## src/utf8_to_display_char_filter_defines.svh

```systemverilog
// ----------------------------------------------------------------------------
// UTF-8 display filter assertion macros
// Concurrent check helpers shared by the filter RTL. They expand to nothing
// when SYNTHESIS is defined.
// ----------------------------------------------------------------------------
`ifndef UTF8_TO_DISPLAY_CHAR_FILTER_DEFINES_SVH
`define UTF8_TO_DISPLAY_CHAR_FILTER_DEFINES_SVH

`ifndef SYNTHESIS
// Check that is ignored while reset is high.
`define U2DC_ASSERT(name, prop, msg) \
  name: assert property (@(posedge clk) disable iff (rst) prop) else $error(msg);
// Check that also holds across reset.
`define U2DC_ASSERT_RST(name, prop, msg) \
  name: assert property (@(posedge clk) prop) else $error(msg);
`else
`define U2DC_ASSERT(name, prop, msg)
`define U2DC_ASSERT_RST(name, prop, msg)
`endif

`endif

```

## src/u2dc_pkg.sv

```systemverilog
// ----------------------------------------------------------------------------
// u2dc_pkg
// Types, constants and byte mapping functions of the UTF-8 display filter.
// ----------------------------------------------------------------------------
`timescale 1ns / 1ps
`default_nettype none

package u2dc_pkg;

  // Decoder mode between bytes.
  typedef enum logic [1:0] {
    MODE_IDLE     = 2'd0,
    MODE_AFTER_C3 = 2'd1,
    MODE_SKIP     = 2'd2
  } mode_t;

  localparam logic [7:0] LEAD_C3    = 8'hC3;
  localparam logic [7:0] BAD_C0     = 8'hC0;
  localparam logic [7:0] BAD_C1     = 8'hC1;
  localparam logic [7:0] BAD_MIN    = 8'hF5;
  localparam logic [7:0] CHAR_TILDE = 8'h7E;
  localparam logic [7:0] CHAR_SPACE = 8'h20;
  localparam logic [7:0] CHAR_LF    = 8'h0A;
  localparam logic [7:0] CHAR_DEL   = 8'h7F;
  localparam logic [7:0] CHAR_A     = 8'h61;
  localparam logic [7:0] CHAR_O     = 8'h6F;

  // Plain ASCII: newline becomes a space, other control codes a tilde.
  function automatic logic [7:0] map_ascii(input logic [7:0] b);
    logic [7:0] r;
    if (b == CHAR_LF) begin
      r = CHAR_SPACE;
    end else if (b < CHAR_SPACE || b == CHAR_DEL) begin
      r = CHAR_TILDE;
    end else begin
      r = b;
    end
    return r;
  endfunction

  // 2nd byte after 0xC3: umlauted or ringed a and umlauted o fold to plain a, o.
  function automatic logic [7:0] map_after_c3(input logic [7:0] b);
    logic [7:0] r;
    case (b) inside
      8'h84, 8'h85, 8'hA4, 8'hA5: r = CHAR_A;
      8'h96, 8'hB6:               r = CHAR_O;
      default:                    r = CHAR_TILDE;
    endcase
    return r;
  endfunction

  // Continuation bytes that follow a lead byte.
  function automatic logic [1:0] extra_bytes(input logic [7:0] b);
    logic [1:0] r;
    case (b) inside
      [8'h00:8'hBF]: r = 2'd0;
      [8'hC0:8'hDF]: r = 2'd1;
      [8'hE0:8'hEF]: r = 2'd2;
      default:       r = 2'd3;
    endcase
    return r;
  endfunction

endpackage

`default_nettype wire

```

## src/u2dc_in_if.sv

```systemverilog
// ----------------------------------------------------------------------------
// u2dc_in_if
// Byte channel into the filter: one raw byte and an end-of-string mark.
// ----------------------------------------------------------------------------
`timescale 1ns / 1ps
`default_nettype none

interface u2dc_in_if;
  logic       valid;
  logic       ready;
  logic [7:0] in_byte;
  logic       end_of_string;

  modport source (output valid, output in_byte, output end_of_string, input ready);
  modport sink   (input valid, input in_byte, input end_of_string, output ready);
endinterface

`default_nettype wire

```

## src/u2dc_out_if.sv

```systemverilog
// ----------------------------------------------------------------------------
// u2dc_out_if
// Character channel out of the filter: one display character per item.
// ----------------------------------------------------------------------------
`timescale 1ns / 1ps
`default_nettype none

interface u2dc_out_if;
  logic       valid;
  logic       ready;
  logic       char_valid;
  logic [7:0] glyph;
  logic       last_out;

  modport source (output valid, output char_valid, output glyph,
                  output last_out, input ready);
  modport sink   (input valid, input char_valid, input glyph,
                  input last_out, output ready);
endinterface

`default_nettype wire

```

## src/utf8_to_display_char_filter.sv

```systemverilog
// ----------------------------------------------------------------------------
// utf8_to_display_char_filter
// Maps a UTF-8 byte stream to display characters, one result item per byte.
// ----------------------------------------------------------------------------
//   channel   direction  payload
//   in_ch     sink       in_byte[7:0], end_of_string
//   out_ch    source     char_valid, glyph[7:0], last_out
//
// One item per cycle unless the output stalls: the decode mode update and the
// character mapping are a single level of logic between the mode registers and
// the result register, and the result is valid in the cycle after acceptance.
// A new item is taken while the result register is empty or being drained.
// Synchronous reset returns the decoder to idle and empties the result.
// ----------------------------------------------------------------------------
`timescale 1ns / 1ps
`default_nettype none
`include "utf8_to_display_char_filter_defines.svh"

module utf8_to_display_char_filter (
  input  wire logic clk,
  input  wire logic rst,
  u2dc_in_if.sink   in_ch,
  u2dc_out_if.source out_ch
);
  import u2dc_pkg::*;

  mode_t      mode;
  mode_t      mode_next;
  logic [1:0] skip_left;
  logic [1:0] skip_left_next;
  logic       in_acc;
  logic       ch_valid;
  logic [7:0] ch;

  logic       out_valid;
  logic       char_valid;
  logic [7:0] glyph;
  logic       last_out;

  // Accept while the result register is free or drains this cycle.
  assign in_ch.ready = !out_valid || out_ch.ready;
  assign in_acc      = in_ch.valid && in_ch.ready;

  // Decode one byte against the current mode.
  always_comb begin
    mode_next      = mode;
    skip_left_next = skip_left;
    ch_valid       = 1'b0;
    ch             = 8'h00;
    case (mode)
      MODE_AFTER_C3: begin
        mode_next = MODE_IDLE;
        if (in_ch.in_byte[7]) begin
          ch_valid = 1'b1;
          ch       = map_after_c3(in_ch.in_byte);
        end
      end
      MODE_SKIP: begin
        if (skip_left != 2'd0) begin
          skip_left_next = skip_left - 2'd1;
        end
        if (skip_left <= 2'd1) begin
          mode_next = MODE_IDLE;
        end
      end
      default: begin
        mode_next = MODE_IDLE;
        if (in_ch.in_byte == BAD_C0 || in_ch.in_byte == BAD_C1 ||
            in_ch.in_byte >= BAD_MIN) begin
          ch_valid = 1'b0;
        end else if (!in_ch.in_byte[7]) begin
          ch_valid = 1'b1;
          ch       = map_ascii(in_ch.in_byte);
        end else if (in_ch.in_byte == LEAD_C3 && !in_ch.end_of_string) begin
          mode_next = MODE_AFTER_C3;
        end else begin
          ch_valid = 1'b1;
          ch       = CHAR_TILDE;
          if (in_ch.in_byte != LEAD_C3) begin
            skip_left_next = extra_bytes(in_ch.in_byte);
            if (extra_bytes(in_ch.in_byte) != 2'd0) begin
              mode_next = MODE_SKIP;
            end
          end
        end
      end
    endcase
    // The end mark closes the string and clears any pending sequence.
    if (in_ch.end_of_string) begin
      mode_next      = MODE_IDLE;
      skip_left_next = 2'd0;
    end
  end

  // Decoder state.
  always_ff @(posedge clk) begin
    if (rst) begin
      mode      <= MODE_IDLE;
      skip_left <= 2'd0;
    end else if (in_acc) begin
      mode      <= mode_next;
      skip_left <= skip_left_next;
    end
  end

  // Result register.
  always_ff @(posedge clk) begin
    if (rst) begin
      out_valid <= 1'b0;
    end else if (in_acc) begin
      out_valid <= 1'b1;
    end else if (out_ch.ready) begin
      out_valid <= 1'b0;
    end
  end

  always_ff @(posedge clk) begin
    if (in_acc) begin
      char_valid <= ch_valid;
      glyph      <= ch;
      last_out   <= in_ch.end_of_string;
    end
  end

  assign out_ch.valid      = out_valid;
  assign out_ch.char_valid = char_valid;
  assign out_ch.glyph      = glyph;
  assign out_ch.last_out   = last_out;

  // Checks.
  `U2DC_ASSERT(a_end_clears, (in_acc && in_ch.end_of_string) |=> (mode == MODE_IDLE && skip_left == 2'd0), "end mark did not clear decoder state")
  `U2DC_ASSERT(a_skip_count, (mode == MODE_SKIP) |-> (skip_left != 2'd0), "skip mode with no bytes left")
  `U2DC_ASSERT(a_empty_char, (out_valid && !char_valid) |-> (glyph == 8'h00), "dropped item carries a character")
  `U2DC_ASSERT_RST(a_reset_empty, rst |=> !out_valid, "result valid after reset")

endmodule

`default_nettype wire
```

## src/flat_wrapper.sv

```systemverilog
// flat-port wrapper written by rule: the top's interface ports become plain ports
module utf8_to_display_char_filter_flat import u2dc_pkg::*;
  (clk, rst, in_ch_valid, in_ch_in_byte, in_ch_end_of_string, in_ch_ready, out_ch_valid, out_ch_char_valid, out_ch_glyph, out_ch_last_out, out_ch_ready);
  u2dc_in_if in_ch_i ();
  u2dc_out_if out_ch_i ();
  input  wire logic clk;
  input  wire logic rst;
  input wire logic [$bits(in_ch_i.valid)-1:0] in_ch_valid;
  input wire logic [$bits(in_ch_i.in_byte)-1:0] in_ch_in_byte;
  input wire logic [$bits(in_ch_i.end_of_string)-1:0] in_ch_end_of_string;
  output wire logic [$bits(in_ch_i.ready)-1:0] in_ch_ready;
  output wire logic [$bits(out_ch_i.valid)-1:0] out_ch_valid;
  output wire logic [$bits(out_ch_i.char_valid)-1:0] out_ch_char_valid;
  output wire logic [$bits(out_ch_i.glyph)-1:0] out_ch_glyph;
  output wire logic [$bits(out_ch_i.last_out)-1:0] out_ch_last_out;
  input wire logic [$bits(out_ch_i.ready)-1:0] out_ch_ready;
  assign in_ch_i.valid = in_ch_valid;
  assign in_ch_i.in_byte = in_ch_in_byte;
  assign in_ch_i.end_of_string = in_ch_end_of_string;
  assign in_ch_ready = in_ch_i.ready;
  assign out_ch_valid = out_ch_i.valid;
  assign out_ch_char_valid = out_ch_i.char_valid;
  assign out_ch_glyph = out_ch_i.glyph;
  assign out_ch_last_out = out_ch_i.last_out;
  assign out_ch_i.ready = out_ch_ready;
  utf8_to_display_char_filter u_core (.clk(clk), .rst(rst), .in_ch(in_ch_i), .out_ch(out_ch_i));
endmodule
```

## config.mk

```make
export PLATFORM = sky130hd
export DESIGN_NAME = utf8_to_display_char_filter_flat
export DESIGN_NICKNAME = d
export VERILOG_FILES = /design/src/u2dc_pkg.sv /design/src/u2dc_in_if.sv /design/src/u2dc_out_if.sv /design/src/utf8_to_display_char_filter.sv /design/src/flat_wrapper.sv
export VERILOG_INCLUDE_DIRS = /design/src /design/src/src
export SDC_FILE = /design/constraint.sdc
export NUM_CORES = 1
export LEC_CHECK = 0
export ABC_AREA = 1
export ABC_CLOCK_PERIOD_IN_PS = 1700
export BUFFER_PORTS_ARGS = -buffer_cell sky130_fd_sc_hd__buf_2
export CAP_MARGIN = 20
export CORE_UTILIZATION = 51
export CTS_CLUSTER_DIAMETER = 120
export CTS_CLUSTER_SIZE = 25
export DETAILED_ROUTE_END_ITERATION = 8
export HOLD_SLACK_MARGIN = 0.15
export PLACE_DENSITY = 0.77
export SYNTH_ARGS = -nofsm -noshare
export SYNTH_HDL_FRONTEND = slang
export SYNTH_SLANG_ARGS = --single-unit
export TNS_END_PERCENT = 5
```

## constraint.sdc

```tcl
create_clock -name clk -period 1.7 [get_ports clk]
set_input_delay 0.34 -clock clk [delete_from_list [all_inputs] [get_ports clk]]
set_output_delay 0.34 -clock clk [all_outputs]
set_load 0.05 [all_outputs]
```

==> reports/metrics.cfg, run 1 <==
[global_route]
antenna_found_initial = 0
grtUsageTotal_pct = 20.6
grt_pass1_wl_mm = 3.06
grt.overflow.total = 0
grt_max_degree = 10
grt_pass1_vias = 771

[power]
cellLeakagePower_nw = 0.535
peakVddDrop_mv = 0.544
p_per_area_mw_per_mm2 = 775
p_total_uw = 881

[final_layout]
post-route-util_pct = 64.5
finalNonFillerCells = 179
area_growth_syn_to_layout_pct = 17.1
seqCellArea_um2 = 370
fillers = 173
finalInstanceArea_mm2 = 0.00114
drive_gt1_share_pct = 28.6
multi_input_area_um2 = 497
fin_nets = 172
n_antenna_cell = 0

[hold_path]
hp-class = in2reg
holdCritStartpoint = rst

[placed_design]
place_inst = 175
io_buffers = 23
post-dp-hpwl_mm = 1.57
placed_area_mm2 = 0.00111
gp_congestion = 0.935
dp_slack_ns = 0.123

[die]
fp-row-count = 15
die_x_um = 45.6
fp.dieH_um = 45.6
io-pin-count = 25
start_util_pct = 55.0
core-area_mm2 = 0.00176
dieArea_mm2 = 0.00208

[critical_path]
cp-startpoint = u_core.mode[0]$_SDFFE_PP0P_
worstPathArrival_ns = 1.69
worstPathMaxFanout = 4
rr_startpoint = u_core.mode[0]$_SDFFE_PP0P_
critPathTopFamily = flip-flops
worstSetupPathType = reg2reg
crit_path_frequent_cell = inv_1
setup.worst_path.start_class = flop
end_kind = flop
path_buf_inv = 2
crit_required_ns = 1.82
critical_path.cell_chain = inv_1, ha_1, nor3_1, inv_1, a21oi_1
critical-path-slowest-cell = dfxtp_1
crit_path_max_incr_delay_ns = 0.36

[cts]
postCtsHoldBufs = 0
cts-root-buf = clkbuf_4
cts.sinks = 14
cts_resized = 0
cts_buffer_depth = 2
cts-buffers-inserted = 3
clk_latency_ns = 0.28
cts_tree = yes
clk_pin_slew_ns = 0.08
cts_setup_buffers = 0
cts_htree_levels = 1

[yosys]
syn_area_um2 = 971
ys_ff_latch = 14
syn_avg_cell_area_um2 = 7.59
synth-compound-area-share_pct = 16.0
ys_seq_area_share_pct = 38.1
synth_adder_area_share_pct = 5.15
syn_nets = 145
ys_types = 27
synthSimpleGateAreaFrac_pct = 29.1
synth_top_family_by_area = simple AND/OR/NAND/NOR gates
yosys.area_share.xor_xnor_pct = 0
synth.area.mux_share_pct = 0
synth_warnings = 0
synth_cells = 128

[sta]
finalCriticalPeriod_ns = 1.57
finalClockSkew_ns = 0.00788
hold_viol_final = 0
setup_violations = 0
setup_tns_ns = 0
fmax_ghz = 0.637
rsz0062_at_grt = no
period_share_pct = 92.3
hold_ws_ns = 0.215
worst_slack_ns = 0.130
slew_violations = 0

[job]
max_cap_violations = 0

[detailed_routing]
drt_pass1_iterations = 4
routedWlPerCell_um = 10.4
ant_nets = 0
drt_iter0_drc = 28
avgViaCountPerCell = 5.11
wl_mm = 1.86
drc = 0
vias = 914

[outcome]
status = finished clean

kinds of logic (layout without fill, tap and decap cells):
| kind of cell | after synthesis | count (layout) |
|---|---|---|
| buffers and inverters | 26 | 52 |
| AND/OR/NAND/NOR | 56 | 56 |
| AO/OA/AOI/OAI | 27 | 27 |
| adder cells (fa/ha/maj) | 4 | 4 |
| other | 1 | 1 |
| flip-flops | 14 | 14 |
Yosys cell counts:
library cell / count / area share [%]
nand2_4: 1 / 1.2
o21ai_0: 6 / 3.1
nand3_1: 8 / 4.1
conb_1: 1 / 0.39
ha_1: 4 / 5.2
nor2_4: 1 / 1.2
o21ai_2: 1 / 0.90
buf_4: 1 / 0.77
inv_1: 19 / 7.3
nor3_1: 2 / 1.0
o21bai_4: 1 / 1.9
o22ai_1: 2 / 1.3
nand3b_1: 1 / 0.77
o21ai_1: 6 / 3.1
buf_6: 1 / 1.2
dfxtp_1: 5 / 10
nand4_2: 1 / 1.3
inv_2: 5 / 1.9
nand2_1: 17 / 6.6
nand4_1: 4 / 2.6
nand2_2: 5 / 3.2
nor2_2: 2 / 1.3
nor2_1: 12 / 4.6
or2_1: 1 / 0.64
nor4_1: 1 / 0.64
a21oi_1: 11 / 5.7
edfxtp_1: 9 / 28
power breakdown:
group          switching, mW  internal, mW
clock network          0.103        0.0853
registers             0.0115         0.400
logic                  0.201        0.0804
layout by cell type (no fill, tap or decap), drive strengths merged:
cell type	synthesis	routed
a21oi	11	11
buf	2	24
clkbuf	0	3
clkinv	0	1
conb	1	1
dfxtp	5	5
edfxtp	9	9
ha	4	4
inv	24	24
nand2	23	23
nand3	8	8
nand3b	1	1
nand4	5	5
nor2	15	15
nor3	2	2
nor4	1	1
o21ai	13	13
o21bai	1	1
o22ai	2	2
or2	1	1
sequential cells by signal, summed over array words and instances, names as in the netlist:
name                      count
u_core.out_ch.char_valid      1
u_core.out_ch.valid           1
u_core.out_ch.last_out        1
u_core.skip_left              2
u_core.out_ch.glyph           7
u_core.mode                   2
path summary, 6_finish.rpt:
check | cells after the start | slack, ns | endpoint
setup / recovery | 5 | 0.13 | u_core.out_ch.glyph[5]$_DFFE_PP_
hold / removal | 2 | 0.22 | u_core.out_ch.valid$_SDFFE_PP0P_
setup reg to reg | 5 | 0.13 | u_core.out_ch.glyph[5]$_DFFE_PP_
hold reg to reg | 2 | 0.50 | u_core.out_ch.valid$_SDFFE_PP0P_
metal layers:
layer	vias up	track usage [%]	share of wire, %
met2	38	32.0	47
met5	-	0	0
met1	394	26.2	45
met4	0	10.3	2.0
li1	475	-	-
met3	7	5.16	6.4
layout make-up:
| class | instances | area share (%) |
|---|---|---|
| multi-input cells | 88 | 43.7 |
| flip-flops and latches | 14 | 32.6 |
| repair buffers | 24 | 10.8 |
| inverters | 24 | 7.92 |
| well taps | 25 | 2.75 |
| clock buffers | 3 | 1.98 |
| clock inverters | 1 | 0.330 |
No activity file was read; power rests on OpenSTA's default activity.
==> run 2, diff against run 1 <==
- REMOVE_ABC_BUFFERS: unset -> 1
==> run 2 against run 1 <==
Compared with the run above:
- die area did not move
- hold slack improved by 0.0089 ns
- clock-buffer cell count grew 1
- critical endpoint unchanged
==> reports/metrics.cfg, run 2 (synthesis gave the netlist of run 1 again) <==
[die]
dieArea_mm2 = 0.00208  ; unchanged
start_util_pct = 55.0  ; unchanged
fp.dieH_um = 45.6  ; unchanged
die_x_um = 45.6  ; unchanged
fp-row-count = 15  ; unchanged
core-area_mm2 = 0.00176  ; unchanged
io-pin-count = 25  ; unchanged

[detailed_routing]
drt_pass1_iterations = 4  ; unchanged
drt_iter0_drc = 39  ; was 28
routedWlPerCell_um = 10.8  ; was 10.4 um
drc = 0  ; unchanged
ant_nets = 0  ; unchanged
wl_mm = 1.94  ; was 1.86 mm
avgViaCountPerCell = 5.16  ; was 5.11
vias = 924  ; was 914

[critical_path]
worstPathArrival_ns = 1.65  ; was 1.69 ns
crit_required_ns = 1.83  ; was 1.82 ns
critical-path-slowest-cell = dfxtp_1  ; unchanged
worstPathMaxFanout = 4  ; unchanged
critical_path.cell_chain = inv_1, ha_1, nor3_1, inv_1, a21oi_1  ; unchanged
worstSetupPathType = reg2reg  ; unchanged
end_kind = flop  ; unchanged
crit_path_frequent_cell = inv_1  ; unchanged
crit_path_max_incr_delay_ns = 0.36  ; about the same
setup.worst_path.start_class = flop  ; unchanged
worst-r2r-cell-count = 5  ; unchanged

[global_route]
antenna_found_initial = 0  ; unchanged
grt.overflow.total = 0  ; unchanged
grt_max_degree = 10  ; unchanged
grt_pass1_wl_mm = 3.23  ; was 3.06 mm
grtUsageTotal_pct = 21.5  ; was 20.6%
grt_pass1_vias = 785  ; was 771

[placed_design]
post-dp-hpwl_mm = 1.58  ; was 1.57 mm
io_buffers = 23  ; unchanged
gp_congestion = 0.931  ; was 0.935
place_inst = 175  ; unchanged
placed_area_mm2 = 0.00111  ; about the same

[power]
cellLeakagePower_nw = 0.534  ; was 0.535 nW
peakVddDrop_mv = 0.462  ; was 0.544 mV
p_seq_share_pct = 44.4  ; was 46.7%
swShare_pct = 34.0  ; was 35.8%
p_sw_uw = 314  ; was 316 uW
comb_power_share_pct = 30.7  ; was 32.0%
p_per_area_mw_per_mm2 = 809  ; was 775 mW/mm2
internal_power_uw = 610  ; was 565 uW
clockPowerShare_pct = 25.0  ; was 21.4%

[cts]
clk_pin_slew_ns = 0.08  ; about the same
clk_latency_ns = 0.27  ; was 0.28 ns
cts_resized = 0  ; unchanged
cts_buffer_depth = 2  ; unchanged
cts-buffers-inserted = 3  ; unchanged
cts_tree = yes  ; unchanged
cts-root-buf = clkbuf_4  ; unchanged
cts_setup_buffers = 0  ; unchanged
cts.sinks = 14  ; unchanged
cts_htree_levels = 1  ; unchanged
postCtsHoldBufs = 0  ; unchanged

[final_layout]
finalInstanceArea_mm2 = 0.00114  ; about the same
post-route-util_pct = 64.8  ; was 64.5%
drive_gt1_share_pct = 29.2  ; was 28.6%
fin_nets = 172  ; unchanged
mostFrequentLayoutCells = buf_2 (23), inv_1 (19), nand2_1 (17)  ; unchanged
finalNonFillerCells = 179  ; unchanged
area_growth_syn_to_layout_pct = 17.7  ; was 17.1%
top_register = u_core.out_ch.glyph  ; unchanged
mostFrequentLayoutCell = buf_2  ; unchanged
n_antenna_cell = 0  ; unchanged
largestRegisters = u_core.out_ch.glyph x7, u_core.mode x2, u_core.skip_left x2  ; unchanged
largest_reg_flops = 7  ; unchanged

[sta]
slew_violations = 0  ; unchanged
fmax_ghz = 0.660  ; was 0.637 GHz
finalClockSkew_ns = 0.00717  ; was 0.00788 ns
hold_viol_final = 0  ; unchanged
setup_violations = 0  ; unchanged
period_share_pct = 89.1  ; was 92.3%
finalCriticalPeriod_ns = 1.51  ; was 1.57 ns
rsz0062_at_grt = no  ; unchanged

[hold_path]
hp-class = in2reg  ; unchanged
min_path_cells = 2  ; unchanged

[job]
max_cap_violations = 0  ; unchanged

[outcome]
status = finished clean  ; unchanged

## run 2: metrics by stage
stage / power [mW] / hold WS [ns] / setup WS (ns) / TNS (ns)
4_1_cts: 0.927 / 0.220 / 0.173 / 0
6_report: 0.924 / 0.224 / 0.185 / 0
3_3_place_gp: 0.692 / 0.472 / 0.160 / 0
3_5_place_dp: 0.698 / 0.486 / 0.103 / 0
5_1_grt: 0.970 / 0.237 / 0.0904 / 0
2_1_floorplan: 0.625 / 0.409 / -0.0768 / -0.154
## run 2: routing by layer
metal	routed length, um	vias up	share of wire (%)	track usage (%)
li1	-	475	-	-
met1	866	417	45	27.8
met2	971	28	50	35.4
met3	76	4	3.9	3.57
met4	24	0	1.2	8.48
met5	0	-	0	0
## run 2: power by group through the flow
stage | registers (mW) | clock network (mW) | logic [mW]
floorplan | 0.497 | 0 | 0.127
global placement | 0.418 | 0 | 0.274
detailed placement | 0.418 | 0 | 0.280
CTS | 0.410 | 0.235 | 0.283
global route | 0.414 | 0.248 | 0.308
finish | 0.410 | 0.231 | 0.283
## run 2: critical path: cells and delay by family, from the launching register on
kind | cells | cell delay [ns]
compound gates | 1 | 0.16
fa+ha+maj | 1 | 0.33
simple gates | 1 | 0.33
buf+inv | 2 | 0.19
flops | 1 | 0.36
## run 2: path summary, 6_finish.rpt
path                                                       start                                to  slack [ns]
worst max register to register       u_core.mode[0]$_SDFFE_PP0P_  u_core.out_ch.glyph[5]$_DFFE_PP_        0.19
worst min-delay path                                         rst  u_core.out_ch.valid$_SDFFE_PP0P_        0.22
worst min register to register  u_core.skip_left[1]$_SDFFE_PP0P_  u_core.skip_left[1]$_SDFFE_PP0P_        0.50
worst max-delay path                 u_core.mode[0]$_SDFFE_PP0P_  u_core.out_ch.glyph[5]$_DFFE_PP_        0.19
## run 2: area by class of cell
| cell class | count | area, um2 |
|---|---|---|
| Inverter | 24 | 90.1 |
| Fill cell | 178 | 622 |
| Clock buffer | 4 | 36.3 |
| Timing Repair Buffer | 24 | 123 |
| Sequential cell | 14 | 370 |
| Multi-Input combinational cell | 88 | 492 |
| Tap cell | 25 | 31.3 |
